**config.mk**
```make
export PLATFORM = sky130hd
export DESIGN_NAME = min_tracking_stack_top
export DESIGN_NICKNAME = d
export VERILOG_FILES = /design/src/rtl/mts_pkg.sv /design/src/rtl/mts_ctrl.sv /design/src/rtl/mts_datapath.sv /design/src/rtl/min_tracking_stack_top.sv
export SDC_FILE = /design/constraint.sdc
export NUM_CORES = 2
export LEC_CHECK = 0
export ABC_AREA = 1
export BUFFER_PORTS_ARGS = -buffer_cell sky130_fd_sc_hd__buf_4
export CAP_MARGIN = 20
export CORE_ASPECT_RATIO = 1.5
export CORE_MARGIN = 1.5
export CORE_UTILIZATION = 40
export CTS_BUF_LIST = sky130_fd_sc_hd__clkbuf_8
export DETAILED_ROUTE_END_ITERATION = 8
export GPL_ROUTABILITY_DRIVEN = 0
export REMOVE_ABC_BUFFERS = 1
export SLEW_MARGIN = 20
export SYNTH_ARGS = -nofsm -noshare
export SYNTH_HDL_FRONTEND = slang
export SYNTH_SLANG_ARGS = --single-unit
```
**constraint.sdc**
```tcl
create_clock -name clock -period 8.9 [get_ports clock]
set_input_delay 0.445 -clock clock [delete_from_list [all_inputs] [get_ports clock]]
set_output_delay 0.445 -clock clock [all_outputs]
set_load 0.01 [all_outputs]
```
**src/rtl/mts_pkg.sv**
```systemverilog
// Package with the shared constants, types and state codes of the min-tracking stack.
package mts_pkg;

   localparam int DEPTH       = 64;
   localparam int DATA_WIDTH  = 32;
   localparam int ENTRY_WIDTH = DATA_WIDTH + 2;
   localparam int COUNT_WIDTH = $clog2(DEPTH + 1);
   localparam int ADDR_WIDTH  = (DEPTH > 1) ? $clog2(DEPTH) : 1;

   // Operation codes of the kind field.
   localparam logic KIND_PUSH = 1'b0;
   localparam logic KIND_POP  = 1'b1;

   typedef logic signed [DATA_WIDTH-1:0]  data_type;
   typedef logic signed [ENTRY_WIDTH-1:0] entry_type;
   typedef logic [COUNT_WIDTH-1:0]        count_type;
   typedef logic [ADDR_WIDTH-1:0]         addr_type;

   typedef struct packed {
      logic     kind;
      data_type data_value;
   } req_type;

   typedef struct packed {
      data_type  popped_value;
      data_type  top_value;
      data_type  min_value;
      count_type entry_count;
      logic      underflow;
      logic      overflow;
   } rsp_type;

   // Commands from the controller to the datapath.
   typedef struct packed {
      logic execute;
      logic complete;
   } cmd_type;

   typedef enum logic {
      ST_IDLE,
      ST_FINISH
   } state_type;

endpackage

```
**src/rtl/mts_ctrl.sv**
```systemverilog
// Controller state machine that sequences the accept and finish states of one stack item.
module mts_ctrl (
   input  logic             clock,
   input  logic             reset,
   input  logic             start,
   output logic             busy,
   output mts_pkg::cmd_type cmd
);

   mts_pkg::state_type state_ff;
   mts_pkg::state_type state_in;

   // State register.
   always_ff @(posedge clock) begin
      if (reset) begin
         state_ff <= mts_pkg::ST_IDLE;
      end else begin
         state_ff <= state_in;
      end
   end

   // Next state and commands. The operation runs at the accepting edge; the
   // following cycle waits for the memory read and builds the result.
   always_comb begin
      state_in     = state_ff;
      busy         = 1'b0;
      cmd.execute  = 1'b0;
      cmd.complete = 1'b0;
      case (state_ff)
         mts_pkg::ST_IDLE: begin
            if (start) begin
               cmd.execute = 1'b1;
               state_in    = mts_pkg::ST_FINISH;
            end
         end
         mts_pkg::ST_FINISH: begin
            busy         = 1'b1;
            cmd.complete = 1'b1;
            state_in     = mts_pkg::ST_IDLE;
         end
         default: begin
            state_in = mts_pkg::ST_IDLE;
         end
      endcase
   end

endmodule

```
**src/rtl/mts_datapath.sv**
```systemverilog
// Datapath with the entry memory, stack pointer, running minimum and result register.
module mts_datapath (
   input  logic             clock,
   input  logic             reset,
   input  mts_pkg::cmd_type cmd,
   input  mts_pkg::req_type req_data,
   output logic             rsp_strobe,
   output mts_pkg::rsp_type rsp_data
);

   // Entry memory with a registered read port.
   mts_pkg::entry_type mem [mts_pkg::DEPTH];
   mts_pkg::entry_type rd_data_ff;

   mts_pkg::count_type sp_ff;
   mts_pkg::count_type sp_in;
   mts_pkg::data_type  min_ff;
   mts_pkg::data_type  min_in;
   mts_pkg::entry_type top_entry_ff;
   mts_pkg::entry_type top_entry_in;
   mts_pkg::data_type  popped_ff;
   mts_pkg::data_type  popped_in;
   logic               pop_read_ff;
   logic               under_ff;
   logic               over_ff;
   logic               rsp_strobe_ff;
   mts_pkg::rsp_type   rsp_data_ff;
   mts_pkg::rsp_type   rsp_data_in;

   logic               is_pop;
   logic               is_empty;
   logic               is_full;
   logic               do_push;
   logic               do_pop;
   mts_pkg::entry_type val_e;
   mts_pkg::entry_type min_e;
   mts_pkg::entry_type push_entry;
   mts_pkg::count_type below_idx;
   mts_pkg::entry_type top_raw;

   assign is_pop   = (req_data.kind == mts_pkg::KIND_POP);
   assign is_empty = (sp_ff == '0);
   assign is_full  = (sp_ff == mts_pkg::count_type'(mts_pkg::DEPTH));
   assign do_push  = cmd.execute && !is_pop && !is_full;
   assign do_pop   = cmd.execute && is_pop && !is_empty;
   assign val_e    = mts_pkg::entry_type'(req_data.data_value);
   assign min_e    = mts_pkg::entry_type'(min_ff);
   assign below_idx = sp_ff - mts_pkg::count_type'(2);

   // Operation at the accepting edge: encode on push, decode on pop.
   always_comb begin
      sp_in        = sp_ff;
      min_in       = min_ff;
      top_entry_in = top_entry_ff;
      popped_in    = '0;
      push_entry   = val_e;
      if (do_push) begin
         sp_in = sp_ff + mts_pkg::count_type'(1);
         if (is_empty) begin
            min_in = req_data.data_value;
         end else if (val_e < min_e) begin
            push_entry = val_e + val_e - min_e;
            min_in     = req_data.data_value;
         end
         top_entry_in = push_entry;
      end else if (do_pop) begin
         sp_in = sp_ff - mts_pkg::count_type'(1);
         if (top_entry_ff >= min_e) begin
            popped_in = mts_pkg::data_type'(top_entry_ff);
         end else begin
            popped_in = min_ff;
            min_in    = mts_pkg::data_type'(min_e + min_e - top_entry_ff);
         end
      end
   end

   // Memory write on push and an unconditional read of the entry below the top, used on pop.
   always_ff @(posedge clock) begin
      if (do_push) begin
         mem[sp_ff[mts_pkg::ADDR_WIDTH-1:0]] <= push_entry;
      end
      rd_data_ff <= mem[below_idx[mts_pkg::ADDR_WIDTH-1:0]];
   end

   // Control state.
   always_ff @(posedge clock) begin
      if (reset) begin
         sp_ff         <= '0;
         min_ff        <= '0;
         rsp_strobe_ff <= 1'b0;
      end else begin
         sp_ff         <= sp_in;
         min_ff        <= min_in;
         rsp_strobe_ff <= cmd.complete;
      end
   end

   // Per-item payload registers.
   always_ff @(posedge clock) begin
      if (cmd.execute) begin
         popped_ff   <= popped_in;
         pop_read_ff <= do_pop;
         under_ff    <= is_pop && is_empty;
         over_ff     <= !is_pop && is_full;
      end
      if (cmd.complete && pop_read_ff) begin
         top_entry_ff <= rd_data_ff;
      end else begin
         top_entry_ff <= top_entry_in;
      end
      if (cmd.complete) begin
         rsp_data_ff <= rsp_data_in;
      end
   end

   // Result built from the state left by the operation.
   assign top_raw = pop_read_ff ? rd_data_ff : top_entry_ff;

   always_comb begin
      rsp_data_in.popped_value = popped_ff;
      rsp_data_in.top_value    = '0;
      rsp_data_in.min_value    = '0;
      rsp_data_in.entry_count  = sp_ff;
      rsp_data_in.underflow    = under_ff;
      rsp_data_in.overflow     = over_ff;
      if (sp_ff != '0) begin
         rsp_data_in.min_value = min_ff;
         if (top_raw >= min_e) begin
            rsp_data_in.top_value = mts_pkg::data_type'(top_raw);
         end else begin
            rsp_data_in.top_value = min_ff;
         end
      end
   end

   assign rsp_strobe = rsp_strobe_ff;
   assign rsp_data   = rsp_data_ff;

endmodule

```
**src/rtl/min_tracking_stack_top.sv**
```systemverilog
// Top level of the min-tracking stack: LIFO whose running minimum sits in one register.
// Every item passes an accept and a finish state: busy is high for one cycle after start is taken,
// while the entry memory delivers the entry below the top.
// The result strobe is registered after the finish state; start is not taken while busy is high.
// The next item may be taken in the same cycle as the result strobe.
// Synchronous reset empties the stack and clears the minimum; memory is not cleared.
module min_tracking_stack_top (
   input  logic             clock,
   input  logic             reset,
   input  logic             start,
   output logic             busy,
   input  mts_pkg::req_type req_data,
   output logic             rsp_strobe,
   output mts_pkg::rsp_type rsp_data
);

   mts_pkg::cmd_type cmd;

   // Sequencing.
   mts_ctrl u_ctrl (
      .clock (clock),
      .reset (reset),
      .start (start),
      .busy  (busy),
      .cmd   (cmd)
   );

   // Storage and arithmetic.
   mts_datapath u_datapath (
      .clock      (clock),
      .reset      (reset),
      .cmd        (cmd),
      .req_data   (req_data),
      .rsp_strobe (rsp_strobe),
      .rsp_data   (rsp_data)
   );

endmodule
```
==> flow_summary.rst <==
.. list-table::
   :header-rows: 1

   * - Metric
     - Value
   * - Synthesized instance count
     - 8813
   * - Overall die area
     - roughly 260000 sq um
   * - Run status
     - completed
   * - Startpoint type of the worst setup path
     - flop
   * - Number of cells in the finished layout apart from fillers
     - 12600
   * - CP Buf/Inv Count
     - 4
   * - DP Area
     - ~110000 sq um
   * - Clock transition at the registers of the reported paths
     - 0.08 ns
   * - Number of buffers inserted by port buffering
     - 142
   * - Unrepaired setup endpoints after global routing
     - no
   * - Ports
     - 143
   * - Synthesized flop and latch total
     - 2425
   * - DP Cell Count
     - 11900
   * - Post-synthesis instance area
     - just over 100000 sq um
   * - Later-pin clock latency in the skew report
     - 0.97 ns
   * - Worst voltage drop across the vdd grid
     - 0.199 mV
   * - Final critical-path setup slack
     - 3.60 ns
   * - Most frequent CP cell
     - nand2_1
   * - Clock Tree Buf Depth
     - 4
   * - Total Routing Usage GR
     - 23.1%
   * - Final period util
     - around 60%
   * - Routed wire length
     - around 310000 um
   * - Met2 global-route usage
     - 41.2%
   * - Fin crit period
     - about 5.3 ns
   * - Path type of the worst setup path
     - reg -> reg
   * - Yosys top cell by area
     - edfxtp_1
   * - Critical Path Source
     - u_datapath.pop_read_ff$_DFFE_PP_
   * - Async set-reset flop share out of synthesis
     - 0%
   * - Final antenna-violating net count
     - 0
   * - Hold violation total from the final report
     - 0
   * - Most frequently used flop master after synthesis
     - edfxtp_1
   * - Critical path's top delay family
     - simple AND/OR/NAND/NOR gates
   * - Wire length of the first global-routing pass
     - 455000 um
   * - Ordered cell list for the critical path
     - buf_4 -> nand2_1 -> o21ai_0 -> inv_1 -> ha_1 -> nand2_1 -> inv_1 -> nand3_1 -> nor3_2 -> o21ai_0 -> nand2_1 -> nand2_1 -> nand3_1 -> nand2_1 -> nand3_2 -> buf_4 -> nand2_1 -> nand2_1 -> nor2_1
   * - Die extent in x
     - 417 um
   * - Synthesized area divided by synthesized cell count
     - 11.7 sq um
   * - Top cell type's share of synthesized area
     - between 60% and 70%
   * - Total half-perimeter wirelength after legalization and detailed placement
     - ~190000 um
   * - Vias after detailed routing
     - about 72000
   * - Area of all placed cells without fillers
     - 115000 sq um
   * - Top Usage Layer GRT
     - met2
   * - Startpoint of the worst register-to-register path
     - u_datapath.pop_read_ff$_DFFE_PP_
   * - H-tree lvl count
     - 5
   * - CTS tree
     - built
   * - Number of cell rows
     - 227
   * - Final standard cell utilization of the core
     - roughly 45%
   * - Global routing met3 resource utilization
     - between 3 and 4%
   * - Transition time at the pin with the least slew margin
     - 1.21 ns
   * - Leakage component of the power
     - 39.7 nW
   * - Worst max-slew margin expressed relative to the limit
     - between 10% and 20%
   * - Drt wl/cell
     - 24.7 um
   * - Largest stage delay on the critical path
     - 0.75 ns
   * - Startpoint of the lowest-slack hold path
     - req_data[10]
   * - Worst-case clock skew
     - approximately 0.053 ns
   * - Grt ovf
     - 0
   * - Worst min-delay path category
     - in -> reg
   * - Residual DRC count
     - 0
   * - Count of flip-flops with a built-in enable after synthesis
     - 2350
   * - MaxCap Viol Count
     - 0
   * - CP required
     - 9.59 ns
   * - Antenna violations before repair
     - 8
   * - Via count of the first global-routing pass
     - 70700
   * - PwrDens
     - about 270 nW/um^2
   * - Fmax
     - roughly 190 MHz
   * - Most common library cells after synthesis
     - 2350 x edfxtp_1, 1639 x nor2_1, 1428 x o21ai_0
   * - Sinks on the clock net
     - 2425
   * - Fraction of layout instances using a drive strength above 1
     - 9.73%
   * - Quantity of gates resized following cts
     - 0
   * - Detailed-routing iteration count for the pre-antenna-repair pass
     - 6
   * - Placeable core region
     - 255000 sq um
   * - Synthesis-to-layout area growth
     - 11.6%
   * - Maximum number of pins on one net before global-route repair
     - 206
   * - Setup total negative slack
     - 0 ns
   * - Final net count
     - 9159
   * - Share of synthesized area occupied by flip-flops and latches
     - a little over two thirds
   * - Synth Warn #
     - 0
   * - 1st-iter DRT viols
     - 7607
   * - Via-per-instance ratio
     - around 5.8
   * - Number of filler instances in the final layout
     - 23000
   * - Dominant cell by count in the synthesized netlist
     - edfxtp_1
   * - Kind of capture point of the worst setup path
     - flop
   * - Largest cells by area after synthesis
     - edfxtp_1 69%, o21ai_0 6.9%, nor2_1 6.0%
   * - Max-slew violation total from the final report
     - 0
   * - Initial core utilization
     - 40.3%
   * - Root buffer selected by CTS
     - clkbuf_8
   * - Critical path's slowest cell
     - nor3_2
   * - Data arrival time at the worst-slack endpoint
     - 5.99 ns
   * - Cts bufs inserted
     - about 350
   * - Global-route met1 utilization
     - 27.0%
   * - Number of setup violations in the final report
     - 0
   * - Setup slack after placement
     - between 3 and 4 ns
   * - Unique masters post-synth
     - 54
   * - Die Ht
     - 624 um
   * - Worst reg2reg setup slack
     - 3.60 ns
   * - Worst-path fanout max
     - 67
-- power by group --
group | internal, mW | switching, mW
Sequential | 13.3 | 0.319
Combinational | 2.19 | 6.10
Clock | 4.24 | 4.29
-- logic make-up (layout without fill, tap and decap cells) --
| group | after synthesis | count (layout) | synth area share, % |
|---|---|---|---|
| multiplexers | 3 | 3 | 0.0316 |
| flip-flops | 2425 | 2425 | 70.1 |
| AO/OA/AOI/OAI | 2402 | 2402 | 12.7 |
| other | 0 | 4 | 0 |
| buffers and inverters | 899 | 1313 | 3.67 |
| adder cells (fa/ha/maj) | 173 | 173 | 2.13 |
| AND/OR/NAND/NOR | 2873 | 2873 | 11.1 |
| XOR/XNOR | 38 | 38 | 0.324 |
-- registers in the layout, summed over array words and instances, names as in the netlist, 7 cells and up --
| register | count |
|---|---|
| u_datapath.rd_data_ff | 34 |
| u_datapath.min_ff | 32 |
| u_datapath.sp_ff | 7 |
| u_datapath.popped_ff | 32 |
| u_datapath.top_entry_ff | 34 |
| u_datapath.mem | 2176 |
| u_datapath.rsp_data | 105 |
-- layout by cell type, fill, tap and decap left out, types with 50 or more instances in the layout --
master / netlist / routed
nand4_1: 52 / 52
clkinv_1: 1 / 89
inv_1: 341 / 437
o21ai_1: 50 / 50
nor2_1: 1639 / 1575
dfxtp_1: 75 / 72
ha_1: 170 / 169
edfxtp_1: 2350 / 2350
nand3_1: 237 / 235
clkbuf_8: 0 / 363
nor2_4: 1 / 65
nand2_1: 879 / 872
a21oi_1: 216 / 216
o21ai_0: 1428 / 1401
buf_4: 35 / 290
o22ai_1: 611 / 611
-- layer usage --
metal	part of all wire [%]	wire length, um
met2	51	158000
met3	6.9	21300
met4	5.2	16000
met5	0.010	31
met1	37	114000
-- metrics by stage --
step                hold slack (ns)  power [mW]
finish                       0.0732        30.4
global route                 0.0851        31.7
CTS                          0.0125        30.4
detailed placement            0.405        21.9
global placement              0.402        21.8
floorplan                     0.400        18.9
-- worst min-delay path: cells and delay by family --
kind | cells | cell delay, ns
AND/OR/NAND/NOR | 2 | 0.17
AO/OA/AOI/OAI | 1 | 0.07
buffers and inverters | 2 | 0.24
-- cell type report --
| type | instances | area [sq um] | share of cell area, % |
|---|---|---|---|
| flip-flops and latches | 2425 | 72100 | 62.8 |
| clock inverters | 265 | 1550 | 1.35 |
| inverters | 353 | 1360 | 1.18 |
| repair buffers | 332 | 2770 | 2.41 |
| clock buffers | 363 | 5000 | 4.35 |
| well taps | 3320 | 4150 | 3.62 |
| multi-input cells | 5489 | 27900 | 24.3 |
| diodes | 4 | 10.0 | 0.00872 |
-- worst paths after layout --
path,end,cells after the start
max reg2reg,u_datapath.rsp_data[45]$_SDFFCE_PP0P_,19
min,u_datapath.top_entry_ff[10]$_DFFE_PP_,5
min reg2reg,u_datapath.rsp_data[76]$_DFFE_PP_,0
max,u_datapath.rsp_data[45]$_SDFFCE_PP0P_,19
-- what timing repair did --
item | in CTS | in global routing
setup buffers | 0 | 0
hold buffers | 25 | 0
hold endpoints to repair | 43 | 0
Power figures use the tool's default switching activity.
